File: src/sv/gpsb_div_pipe.sv
`timescale 1ns / 1ps
// ----------------------------------------------------------------------------
// gpsb_div_pipe
// Pipelined restoring divider, one quotient bit per stage. The user must hold the
// divisor static while items are in flight (unenforced); the quotient must fit QUO_W bits.
// ----------------------------------------------------------------------------
module gpsb_div_pipe #(
    parameter int NUM_W  = 48,
    parameter int DEN_W  = 17,
    parameter int QUO_W  = 32,
    parameter int SIDE_W = 17
) (
    input  logic              clk,
    input  logic              rst_n,
    input  logic              en,
    input  logic              in_valid,
    input  logic [NUM_W-1:0]  num,
    input  logic [DEN_W-1:0]  den,
    input  logic [SIDE_W-1:0] in_side,
    output logic              out_valid,
    output logic [QUO_W-1:0]  quo,
    output logic [SIDE_W-1:0] out_side
);

    logic              vld_reg  [QUO_W];
    logic [DEN_W-1:0]  rem_reg  [QUO_W];
    logic [QUO_W-1:0]  qw_reg   [QUO_W];
    logic [SIDE_W-1:0] side_reg [QUO_W];

    logic              v_in    [QUO_W];
    logic [DEN_W-1:0]  rem_in  [QUO_W];
    logic [QUO_W-1:0]  qw_in   [QUO_W];
    logic [SIDE_W-1:0] side_in [QUO_W];
    logic [DEN_W:0]    trial   [QUO_W];
    logic [DEN_W:0]    diff    [QUO_W];
    logic              qbit    [QUO_W];
    logic [DEN_W-1:0]  rem_next [QUO_W];
    logic [QUO_W-1:0]  qw_next  [QUO_W];

    always_comb
    begin
        for (int i = 0; i < QUO_W; i++)
        begin
            if (i == 0)
            begin
                v_in[i]    = in_valid;
                rem_in[i]  = DEN_W'(num[NUM_W-1:QUO_W]);
                qw_in[i]   = num[QUO_W-1:0];
                side_in[i] = in_side;
            end
            else
            begin
                v_in[i]    = vld_reg[i-1];
                rem_in[i]  = rem_reg[i-1];
                qw_in[i]   = qw_reg[i-1];
                side_in[i] = side_reg[i-1];
            end
            trial[i]    = {rem_in[i], qw_in[i][QUO_W-1]};
            diff[i]     = trial[i] - {1'b0, den};
            qbit[i]     = (trial[i] >= {1'b0, den});
            rem_next[i] = qbit[i] ? diff[i][DEN_W-1:0] : trial[i][DEN_W-1:0];
            qw_next[i]  = {qw_in[i][QUO_W-2:0], qbit[i]};
        end
    end

    always_ff @(posedge clk or negedge rst_n)
    begin
        if (!rst_n)
        begin
            for (int i = 0; i < QUO_W; i++)
            begin
                vld_reg[i] <= 1'b0;
            end
        end
        else if (en)
        begin
            for (int i = 0; i < QUO_W; i++)
            begin
                vld_reg[i] <= v_in[i];
            end
        end
    end

    always_ff @(posedge clk)
    begin
        if (en)
        begin
            for (int i = 0; i < QUO_W; i++)
            begin
                rem_reg[i]  <= rem_next[i];
                qw_reg[i]   <= qw_next[i];
                side_reg[i] <= side_in[i];
            end
        end
    end

    assign out_valid = vld_reg[QUO_W-1];
    assign quo       = qw_reg[QUO_W-1];
    assign out_side  = side_reg[QUO_W-1];

endmodule

File: config.mk
export PLATFORM = sky130hd
export DESIGN_NAME = gpsb_div_pipe
export DESIGN_NICKNAME = d
export VERILOG_FILES = /design/src/sv/gpsb_div_pipe.sv
export SDC_FILE = /design/constraint.sdc
export NUM_CORES = 2
export LEC_CHECK = 0
export ABC_AREA = 1
export ABC_CLOCK_PERIOD_IN_PS = 3000
export BUFFER_PORTS_ARGS = -buffer_cell sky130_fd_sc_hd__buf_4
export CAP_MARGIN = 40
export CORE_ASPECT_RATIO = 1.5
export CORE_UTILIZATION = 40
export CTS_CLUSTER_DIAMETER = 80
export DETAILED_ROUTE_END_ITERATION = 6
export PLACE_DENSITY = 0.67
export RECOVER_POWER = 100
export SETUP_SLACK_MARGIN = 0.2
export SLEW_MARGIN = 20
export SYNTH_ARGS = -nofsm -noshare
export SYNTH_HDL_FRONTEND = slang
export SYNTH_SLANG_ARGS = --single-unit
export TNS_END_PERCENT = 5
File: constraint.sdc
create_clock -name clk -period 3 [get_ports clk]
set_clock_uncertainty 0.15 [all_clocks]
set_input_delay 0.6 -clock clk [delete_from_list [all_inputs] [get_ports clk]]
set_output_delay 0.6 -clock clk [all_outputs]
set_load 0.02 [all_outputs]
After elaboration in Yosys (flattened, before gate mapping)
Memory sizes are Yosys's and may differ from the RTL's. Index checks and enable logic that the tools add are counted.

Bitwise gates (word level): 0. Eq/ne operators: 0. Add/subtract/negate cells: 32. Divide/modulo/power cells: 0. Shift operators: 0. Reductions and logical operators: 0. Multipliers: 0. Mux-type cells: 34. Order comparisons: 32.

Operator list (count): 18-bit by 17-bit >= comparator with 1-bit output (31); 17-bit two-way mux (32); 17-bit subtractor (32); 17-bit >= comparator (1); 1-bit two-way mux (2).

ROM bits: 0. Bits in writable memories: 2112. Bits in latches: 0. Register bits: 32. Word-level logic and storage cells: 133. Memories kept: 3. Output and inout port bits: 50. Input bits: 86.

Memory list: qw_reg (depth 32, bits a word 32, read ports 32, clocked after memory_dff 0, wr ports 32, line 27) `logic [QUO_W-1:0] qw_reg [QUO_W];`; rem_reg (depth 32, bits a word 17, read ports 31, clocked after memory_dff 0, wr ports 32, line 26) `logic [DEN_W-1:0] rem_reg [QUO_W];`; side_reg (depth 32, bits a word 17, read ports 32, clocked after memory_dff 0, wr ports 32, line 28) `logic [SIDE_W-1:0] side_reg [QUO_W];`.

Longest topological paths before layout
An unclocked memory read counts as a cell.

Word-level depth: 3. Gate-level depth with buffers: 15. Depth with buffers taken out: 14.

Worst setup path after synthesis
OpenSTA, ideal clock, no wires.

Path type: in2reg. Start point: input port den[1]. End point: memory rem_reg[27][9], in the netlist rem_reg[1][196] (data pin). Stages on the path: 12. Required time: 2.598 ns. Setup time: 0.252 ns. Setup slack: -1.117 ns. Path buffers: 1. Data arrival time: 3.714 ns. Cells stage by stage: inv_1 > fa_1 > nand2_1 > nand2_1 > nand3b_1 > nand2_2 > nand2_1 > nand2_1 > nand2_4 > buf_4 > nand3_1 > nand2_1.

RTL lines: start: declaration (line 18) `input logic [DEN_W-1:0] den,`; end: declaration (line 26).

==> flow_metrics.tcl <==
set metrics [dict create \
    rsz0062_at_grt "false" \
    htreeDepth 4 \
    worstSetupPathType "in2reg" \
    place.port_buffers 135 \
    cts_tree "done" \
    utilization_pct 47.7 \
    worstReg2RegEnd "rem_reg[1][49]" \
    clkSinkCount 2127 \
    final_nets 12800 \
    fin_ws_ps 223 \
    ys_warn_count 0 \
    rows 232 \
    power.density_mw_per_mm2 974 \
    ant_nets 0 \
    crit_family "buffers and inverters" \
    clk_latency_ps 870 \
    drt_iter0_drc 4236 \
    finalSetupViolCount 0 \
    cp_cell_sequence "dlygate4sd3_1 -> buf_16 -> clkbuf_2 -> buf_2" \
    crit_path_max_incr_delay_ps 740 \
    start_util_pct 40.2 \
    path_clk_slew_ps 60 \
    cts_made_buffers 216 \
    crit_cells 4 \
    die_h_microns 636 \
    cp_max_fo 42 \
    io_pins 136 \
    hold_viol 0 \
    whs_ps 250 \
    final_cell_mix "nand2_1, edfxtp_1, inv_1" \
    drcViolationCount 0 \
    hold_path.class "reg2reg" \
    track_usage_pct 18.4 \
    clk_root_buffer_cell "clkbuf_16" \
    placed_area_sq_mm 0.120 \
    slew_headroom_pct -25.7 \
    synth_area_sq_mm 0.107 \
    die_area_sq_mm 0.270 \
    grt_pass1_wl_microns 391000 \
    worst_setup_path_start_kind "primary input" \
    wl_microns 249000 \
    max-cap-violations 2 \
    ir_drop_mv 0.703 \
    clock_path_buffers 4 \
    max_freq_mhz 360 \
    grt_max_degree 104 \
    die_w_microns 424 \
    placed_cells 15300 \
    overflow 0 \
    core_area_sq_mm 0.266 \
    reg2reg_slack_ps 240 \
    grt_pass1_vias 74900 \
    cp_num_buf_inv 4 \
    dr_total_vias 75000 \
    post_route_cells_drive_above_1_share_pct 13.0 \
    critPathCaptureType "flip-flop" \
    synth.distinct_cells 48 \
    viasPerCell 4.75 \
    violations "capacitance limit, slew limit" \
    yosysSeqAreaShare_pct 59.5 \
    largest_register_ffs 1024 \
    cp_slowest_cell "buf_2" \
    grt_antenna_before_repair 4 \
    crit_end "qw_reg[1][499]" \
    final-instance-count-excl-fill 15800 \
    wl_per_cell_microns 15.8 \
    fin_crit_sh_pct 92.6 \
    worstPathRequired_ps 3320 \
    worst_slew_pin_slew_ps 1880 \
    syn_to_final_growth_pct 18.7 \
    dp_hpwl_microns 185000 \
    power.leakage_nw 59.3 \
    r2r_cells 10 \
    place_ws_ps -212 \
    r2r_start "rem_reg[1][27]" \
    worstPathArrival_ps 3090 \
    synthCells 10800 \
    crit_start "en" \
    first_pass_iters 5 \
    ys_ff_latch 2127 \
    syn_nets 11500 \
    fin_crit_ps 2780 \
    slew_viol_final 138 \
    run_status "finished with violations" \
    postLayoutCellArea_sq_mm 0.127 \
    synth.avg_cell_area_sq_um 9.88 \
    gp_congestion 0.943 \
    final_common_cell "nand2_1" \
]
## worst register-to-register path: cells and delay by family, from the launching register on
family                     cells  cell delay [ps]
adders and majority gates      1              360
and+or+nand+nor                9             1490
DFF                            1              500
## layout make-up
cell class,instances,area [sq um]
Antenna cell,1,2.50
Clock buffer,244,5600
Clock inverter,138,1380
Fill cell,24600,139000
Inverter,1619,6080
Multi-Input combinational cell,6973,36100
Sequential cell,2127,63700
Tap cell,3510,4390
Timing Repair Buffer,1186,9720
## cell usage after synthesis (all sizes together)
library cell	count	share of area (%)
nand3	883	4.1
nor4	27	0.52
o21a	9	0.063
o21ai	40	0.26
and2	45	0.26
clkbuf	6	0.021
inv	1619	5.7
buf	107	0.81
nor3b	2	0.023
a21oi	309	1.5
a21o	1	0.0070
xor2	185	1.5
o31ai	1	0.0070
edfxtp	2095	59
nor3	43	0.22
nand2	4213	15
ha	544	6.4
fa	31	0.58
o21bai	1	0.0070
or2	47	0.28
xnor2	30	0.25
dfrtp	32	0.75
nand3b	39	0.29
nand4	50	0.29
and3	26	0.15
nor2	447	1.9
## worst min-delay path by stage
stage | depth (start not counted) | to | startpoint | slack, ps
finish | 0 | side_reg[0][207] | side_reg[0][190] | 250
global route | 0 | side_reg[0][182] | side_reg[0][165] | 250
CTS | 2 | qw_reg[0][26] | num[25] | 190
detailed placement | 0 | qw_reg[0][126] | qw_reg[0][93] | 250
global placement | 0 | qw_reg[0][334] | qw_reg[0][301] | 250
floorplan | 0 | out_valid | rst_n | 150
## kinds of logic (layout without fill, tap and decap cells)
kind of cell	Yosys count	count (layout)	share of synthesized area, %
simple gates	5822	5822	23.5
flops	2127	2127	59.5
buf+inv	1732	3187	6.50
fa+ha+maj	575	575	6.94
compound gates	361	361	1.80
xor+xnor	215	215	1.76
other cells	0	1	0
## routing by layer
metal	track usage, %	share of wire (%)	vias to the layer above
li1	-	-	38100
met1	20.0	38	34800
met2	33.8	51	1444
met3	2.47	3.6	722
met4	10.9	6.6	0
met5	0	0	-
## metrics by stage
stage | TNS (ps) | total power, mW
final | 0 | 124
after global placement | -16120 | 97.0
after floorplan | -371030 | 78.0
after CTS | 0 | 125
after global routing | 0 | 133
after detailed placement | -22570 | 97.7
## power by group
| part | internal (mW) | switching (mW) | leakage (nW) |
|---|---|---|---|
| Clock | 15.3 | 11.4 | 3.40 |
| Combinational | 21.2 | 31.3 | 35.0 |
| Sequential | 40.5 | 4.08 | 20.9 |
## timing repair
action                     in CTS  in global routing
setup buffers                   0                  1
hold endpoints to repair      101                  0
gates resized for setup         0                  1
setup endpoints to repair       0                  1
hold buffers                   70                  0
(Power assumes the default switching activity.)
