===== src/sv/gpsb_pkg.sv =====
`timescale 1ns / 1ps
// ----------------------------------------------------------------------------
// gpsb_pkg
// Shared widths, register indexes, reset values and constants of the
// Gaussian line-shape spectrum bin evaluator.
// ----------------------------------------------------------------------------
package gpsb_pkg;

    localparam int CFG_IDX_W = 3;
    localparam int CFG_DATA_W = 20;

    localparam logic [CFG_IDX_W-1:0] IDX_PEAK_ENERGY    = 3'd0;
    localparam logic [CFG_IDX_W-1:0] IDX_PEAK_INTENSITY = 3'd1;
    localparam logic [CFG_IDX_W-1:0] IDX_FWHM_REF       = 3'd2;
    localparam logic [CFG_IDX_W-1:0] IDX_ENERGY_TOP     = 3'd3;
    localparam logic [CFG_IDX_W-1:0] IDX_BIN_COUNT      = 3'd4;

    localparam logic [19:0] RST_PEAK_ENERGY    = 20'd10592;
    localparam logic [15:0] RST_PEAK_INTENSITY = 16'd25600;
    localparam logic [15:0] RST_FWHM_REF       = 16'd512;
    localparam logic [19:0] RST_ENERGY_TOP     = 20'd32768;
    localparam logic [16:0] RST_BIN_COUNT      = 17'd4096;

    // sqrt(e) in Q12 is below 2^22, FWHM below 2^16
    localparam int DEN_W  = 38;
    localparam int PEAK_W = 39;
    localparam int PNUM_W = 51;

    localparam logic [20:0] C_Q16      = 21'd1584079;
    localparam logic [31:0] LN2_Q32    = 32'd2977044472;
    localparam logic [15:0] EXP_FACTOR = 16'd42368;

    localparam int NUM_TERMS = 12;

    // floor(2^36 / k) for k = 1 .. 12
    localparam logic [36:0] RECIP_Q36 [NUM_TERMS] = '{
        37'd68719476736, 37'd34359738368, 37'd22906492245, 37'd17179869184,
        37'd13743895347, 37'd11453246122, 37'd9817068105,  37'd8589934592,
        37'd7635497415,  37'd6871947673,  37'd6247225157,  37'd5726623061
    };

    typedef struct packed {
        logic [DEN_W-1:0]  den;
        logic [PEAK_W-1:0] peak;
    } gpsb_derived_t;

endpackage


===== src/sv/gpsb_setup.sv =====
`timescale 1ns / 1ps
// ----------------------------------------------------------------------------
// gpsb_setup
// Sequencer for the per-line values: sqrt of the energy, the width
// denominator and the peak height, one step per cycle after reset or a write.
// ----------------------------------------------------------------------------
module gpsb_setup
    import gpsb_pkg::*;
(
    input  logic          clk,
    input  logic          rst_n,
    input  logic          cfg_write,
    input  logic [19:0]   e_eff,
    input  logic [15:0]   f_eff,
    input  logic [15:0]   intensity,
    output logic          busy,
    output gpsb_derived_t derived
);

    typedef enum logic [2:0] {
        ST_IDLE,
        ST_LOAD,
        ST_SQRT,
        ST_MUL,
        ST_DIV
    } state_t;

    state_t            state_reg;
    logic [43:0]       v_reg;
    logic [43:0]       r_reg;
    logic [43:0]       bit_reg;
    logic [5:0]        cnt_reg;
    logic [DEN_W-1:0]  den_reg;
    logic [DEN_W-1:0]  rem_reg;
    logic [PNUM_W-1:0] numq_reg;
    logic [PEAK_W-1:0] peak_reg;

    logic [43:0]       sq_sum;
    logic              sq_take;
    logic [DEN_W:0]    trial;
    logic              qbit;
    logic [DEN_W:0]    diff;
    logic [PNUM_W-1:0] numq_next;

    assign sq_sum    = r_reg + bit_reg;
    assign sq_take   = (v_reg >= sq_sum);
    assign trial     = {rem_reg, numq_reg[PNUM_W-1]};
    assign diff      = trial - {1'b0, den_reg};
    assign qbit      = (trial >= {1'b0, den_reg});
    assign numq_next = {numq_reg[PNUM_W-2:0], qbit};

    always_ff @(posedge clk or negedge rst_n)
    begin
        if (!rst_n)
        begin
            state_reg <= ST_LOAD;
        end
        else if (cfg_write)
        begin
            state_reg <= ST_LOAD;
        end
        else
        begin
            unique case (state_reg)
                ST_IDLE:
                begin
                    state_reg <= ST_IDLE;
                end
                ST_LOAD:
                begin
                    v_reg     <= {e_eff, 24'd0};
                    r_reg     <= 44'd0;
                    bit_reg   <= {2'b01, 42'd0};
                    cnt_reg   <= 6'd0;
                    state_reg <= ST_SQRT;
                end
                ST_SQRT:
                begin
                    if (sq_take)
                    begin
                        v_reg <= v_reg - sq_sum;
                        r_reg <= (r_reg >> 1) + bit_reg;
                    end
                    else
                    begin
                        r_reg <= r_reg >> 1;
                    end
                    bit_reg <= bit_reg >> 2;
                    cnt_reg <= cnt_reg + 6'd1;
                    if (cnt_reg == 6'd21)
                    begin
                        state_reg <= ST_MUL;
                    end
                end
                ST_MUL:
                begin
                    den_reg   <= DEN_W'(f_eff) * DEN_W'(r_reg[21:0]);
                    numq_reg  <= {37'(C_Q16) * 37'(intensity), 14'd0};
                    rem_reg   <= '0;
                    cnt_reg   <= 6'd0;
                    state_reg <= ST_DIV;
                end
                ST_DIV:
                begin
                    rem_reg  <= qbit ? diff[DEN_W-1:0] : trial[DEN_W-1:0];
                    numq_reg <= numq_next;
                    cnt_reg  <= cnt_reg + 6'd1;
                    if (cnt_reg == 6'(PNUM_W - 1))
                    begin
                        peak_reg  <= numq_next[PEAK_W-1:0];
                        state_reg <= ST_IDLE;
                    end
                end
                default:
                begin
                    state_reg <= ST_LOAD;
                end
            endcase
        end
    end

    assign busy         = (state_reg != ST_IDLE);
    assign derived.den  = den_reg;
    assign derived.peak = peak_reg;

endmodule


===== config.mk =====
export PLATFORM = sky130hd
export DESIGN_NAME = gpsb_setup
export DESIGN_NICKNAME = d
export VERILOG_FILES = /design/src/sv/gpsb_pkg.sv /design/src/sv/gpsb_setup.sv
export SDC_FILE = /design/constraint.sdc
export NUM_CORES = 2
export LEC_CHECK = 0
export ABC_CLOCK_PERIOD_IN_PS = 20800
export BUFFER_PORTS_ARGS = -buffer_cell sky130_fd_sc_hd__buf_2
export CORE_AREA = 8 8 310 312
export DETAILED_ROUTE_END_ITERATION = 7
export DIE_AREA = 0 0 318 320
export GPL_TIMING_DRIVEN = 0
export PLACE_DENSITY_LB_ADDON = 0.1
export SYNTH_ARGS = -nofsm -noshare
export SYNTH_HDL_FRONTEND = slang
export SYNTH_SLANG_ARGS = --single-unit

===== constraint.sdc =====
create_clock -name clk -period 20.8 [get_ports clk]
set_input_delay 4.16 -clock clk [delete_from_list [all_inputs] [get_ports clk]]
set_output_delay 4.16 -clock clk [all_outputs]
set_load 0.005 [all_outputs]

**Word level (Yosys, flattened, before mapping)**

Cells that the tools add are included.

- Output and inout port bits: 78
- Flip-flop bits (word level): 307
- Logic and storage cells: 55

- Order comparisons: 2
- Multiplexer cells: 13
- Bitwise gates (word level): 1
- Reductions and logical operators: 14
- Add/subtract/negate cells: 5
- Multipliers: 2
- Eq/ne operators: 9

Operators with widths:

| kind | number |
|---|---|
| $pmux W44 S2 | 3 |
| $pmux W51 S2 | 1 |
| $mux W44 | 2 |
| $pmux W38 S2 | 1 |
| $add A43 B44 Y44 | 1 |
| $add A44 B44 Y44 | 1 |
| $ge A44 B44 Y1 | 1 |
| $sub A44 B44 Y44 | 1 |
| $ge A39 B38 Y1 | 1 |
| $mul A16 B22 Y38 | 1 |
| $mux W38 | 1 |
| $sub A38 B38 Y38 | 1 |
| $mul A21 B16 Y37 const A | 1 |
| $pmux W3 S5 | 1 |
| $pmux W6 S2 | 1 |
| $reduce_and A3 Y1 | 4 |
| $mux W3 | 3 |
| $reduce_and A4 Y1 | 2 |
| $add A6 B1 Y6 const B | 1 |
| $eq A3 B2 Y1 const B | 2 |
| $eq A6 B5 Y1 const B | 1 |
| $eq A6 B6 Y1 const B | 1 |
| $ne A3 B3 Y1 const B | 2 |
| $reduce_bool A2 Y1 | 3 |
| 8 further kinds | 9 |

**Longest topological paths before layout**

- Depth after elaboration: 4
- Mapped depth: 26
- Gate-level depth less buffers: 24

**Worst setup path before layout**

Ideal clock, no wire load.

- Path type: input port to flip-flop
- Start point: input port cfg_write
- End point: register v_reg[0], enable pin
- Stages: 3
- Path slack: 9715 ps
- Data arrival time: 10572 ps
- Buffers on the path: 0
- Path through: nand2b_1 -> nor2_1 -> a21boi_0

- Cells in the longest elaborated chain, start to end: 2

Ends and longest elaborated chain:

| element | line | RTL |
|---|---|---|
| start: declaration | gpsb_setup.sv:12 | `input logic cfg_write,` |
| $not A1 Y1 (no line) | n/a |  |
| $reduce_and A4 Y1 (no line) | n/a |  |
| end signal: assignment | gpsb_setup.sv:71 | `v_reg <= {e_eff, 24'd0};` |
| end signal: assignment | gpsb_setup.sv:81 | `v_reg <= v_reg - sq_sum;` |
| end: declaration | gpsb_setup.sv:29 | `logic [43:0] v_reg;` |

Every way passes these cells.
A chain may end at the register's enable or synchronous reset.

**Final worst setup path**

- Start point: input port f_eff[2]
- End point: register den_reg[36] (data pin)

- Cells in the longest elaborated chain, start to end: 1

Ends and longest elaborated chain:

| element | line | RTL |
|---|---|---|
| start: declaration | gpsb_setup.sv:14 | `input logic [15:0] f_eff,` |
| $mul A16 B22 Y38 | gpsb_setup.sv:97 | `den_reg <= DEN_W'(f_eff) * DEN_W'(r_reg[21:0]);` |
| end signal: assignment | gpsb_setup.sv:97 |  |
| end: declaration | gpsb_setup.sv:33 | `logic [DEN_W-1:0] den_reg;` |

Every way passes these cells.

==> impl_metrics.tcl <==
set metrics [dict create \
    status "finished clean" \
    ant_nets 0 \
    grt_first_pass_wirelength_microns 158000 \
    synth_cells 3712 \
    syn_to_final_growth_pct 10.1 \
    ys_seq_area_share_pct 24.3 \
    synth_compound_area_share_pct 12.3 \
    dr.pass1.iters 5 \
    rows 111 \
    cp_max_fo 10 \
    mostFrequentLayoutCells "inv_1 (548), nand2_1 (396), ha_1 (391)" \
    fin_util_pct 42.6 \
    insertion_delay_ps 610 \
    synth_top_family_by_area "adder cells" \
    nFillCells 9075 \
    path_class "in2reg" \
    worst_setup_path_start_kind "primary input" \
    whs_ps 447 \
    ys.flop_type "edfxtp_1" \
    drt_wl_total_microns 101000 \
    postCtsSetupBuffers 0 \
    vdd_drop_max_mv 0.147 \
    fin_setup_tns_ps 0 \
    endpoint_kind "flop" \
    die_area_sq_um 102000 \
    period_minus_slack_ps 10510 \
    cts_buffers 38 \
    async_flop_share_pct 1.05 \
    holdPathEnd "peak_reg[9]" \
    routabilityCongestion 0.882 \
    finalSetupViolations 0 \
    drv_slew 0 \
    cts_resized 0 \
    hold_class "reg2reg" \
    boundaryPins 133 \
    layout_commonest_cell "inv_1" \
    h-tree-depth 2 \
    rsz0062_at_grt "no" \
    path_clk_slew_ps 60 \
    synth-simple-area-share_pct 14.3 \
    vias 26300 \
    r2r_start "r_reg[7]" \
    worstPathArrival_ps 10870 \
    antenna_found_initial 4 \
    p_per_area_nw_per_um2 153 \
    leakage_uw 0.0176 \
    gr-total-overflow 0 \
    yosysWarnings 0 \
    fmax_mhz 95.1 \
    synth-edff-count 282 \
    finalHoldViolCount 0 \
    dieHeight_microns 320 \
    clock_sinks 285 \
    largest_reg_flops 51 \
    required_ps 21150 \
    reg2reg_depth 22 \
    grt_pass1_vias 27500 \
    cts_tree "yes" \
    min_from "numq_reg[8]" \
    hold_depth 0 \
    cts_buffer_depth 3 \
    viasPerCell 5.14 \
    nNetsFinal 4724 \
    synthMuxAreaShare_pct 0.711 \
    synth_fa_ha_area_share_pct 35.7 \
    max_slew.worst_pin.slew_ps 1200 \
    dp_hpwl_microns 82300 \
    post-route-period-util_pct 50.5 \
    port_buffers 132 \
    cts_hold_buf 0 \
    synth_cell_type_count 85 \
    maxCapViolations 0 \
    power.total_uw 5920 \
    drc 0 \
    root_buffer "clkbuf_16" \
    syn_area_per_cell_sq_um 9.48 \
    clock_skew_ps 41.2 \
    r2r_end "den_reg[36]" \
    r2r_slack_ps 12840 \
    track_usage_pct 19.7 \
    die_x_microns 318 \
    start_util_pct 38.7 \
    syn_area_sq_um 35200 \
    drive_gt1_share_pct 6.68 \
    drt-wirelength-per-cell_microns 19.7 \
    grt_max_degree 36 \
    drtIter0Drc 1401 \
    ys_ff_latch 285 \
    core_area_sq_um 91000 \
    yosys.area_share.xor_xnor_pct 5.18 \
    slew-limit-headroom_pct 19.9 \
    synth_fp_nets 4542 \
]
[kinds of logic after synthesis]
kind of cell             after synthesis
AO/OA/AOI/OAI                        674
flip-flops                           285
AND/OR/NAND/NOR                     1055
multiplexers                          25
XOR/XNOR                             208
buffers and inverters                690
adder cells (fa/ha/maj)              775
[power breakdown]
group / switching [uW] / internal [uW] / leakage, uW
logic: 2520 / 1830 / 0.0144
registers: 35.6 / 886 / 0.00264
clock network: 284 / 365 / 0.000568
total: 2840 / 3080 / 0.0176
[worst max path at each step]
stage                          from          end  slack (ps)
after floorplan           cfg_write     v_reg[0]        9710
after global placement    cfg_write    v_reg[36]        5370
after detailed placement   f_eff[5]  den_reg[37]        9570
after CTS                  f_eff[5]  den_reg[37]       10250
after global routing       f_eff[5]  den_reg[37]        9930
final                      f_eff[2]  den_reg[36]       10290
[metal layers]
metal | part of all wire, % | track usage (%)
met1 | 47 | 26.7
met2 | 46 | 33.0
met3 | 4.0 | 2.51
met4 | 2.6 | 5.45
met5 | 0 | 0
[layout make-up]
cell class,instances,area (sq um),share of cell area [%]
Clock inverter,25,226,0.584
Antenna cell,2,5.00,0.0129
Sequential cell,285,8540,22.0
Clock buffer,45,977,2.52
Inverter,550,2060,5.33
Timing Repair Buffer,142,835,2.15
Multi-Input combinational cell,2737,24100,62.1
Tap cell,1186,1480,3.83
Buffer,140,561,1.45
[critical path, cell delays in order]
cell and delay (ps):
buf_2 120, clkbuf_1 520, nand2_1 170, fa_1 550, fa_1 590, fa_1 450
fa_1 550, inv_1 50, fa_1 510, fa_1 470, ha_1 300, clkbuf_1 200
a211oi_1 290, o2111ai_1 150, o211ai_1 180, a21oi_1 180, nor2_1 200, o21ai_0 270
a2111o_1 460, a31o_2 240, a21oi_1 160, xnor2_1 100
[synth_stat cells, types with 30 or more instances]
cell type | count | area share, %
inv_1 | 548 | 5.8
nand2_1 | 396 | 4.2
ha_1 | 391 | 14
fa_1 | 384 | 22
edfxtp_1 | 282 | 24
nor2_1 | 226 | 2.4
a21oi_1 | 181 | 2.6
and2_1 | 181 | 3.2
o21ai_0 | 160 | 2.3
clkbuf_1 | 120 | 1.3
xnor2_1 | 104 | 2.6
xor2_1 | 104 | 2.6
a21o_1 | 81 | 1.7
a31oi_1 | 47 | 0.84
nand3_1 | 41 | 0.58
nand4_1 | 34 | 0.60
a211oi_1 | 32 | 0.68
nor2b_1 | 32 | 0.57
nand2b_1 | 30 | 0.53
[through the flow]
step / instance area, sq um / std cells / setup slack [ps]
after floorplan: 35200 / 3712 / 9710
after global placement: 37300 / 5030 / 5370
after detailed placement: 37600 / 5040 / 9570
after CTS: 38800 / 5110 / 10250
after global routing: 38800 / 5110 / 9930
final: 38800 / 5112 / 10290
Note: power is estimated with default switching activity, not from simulation.
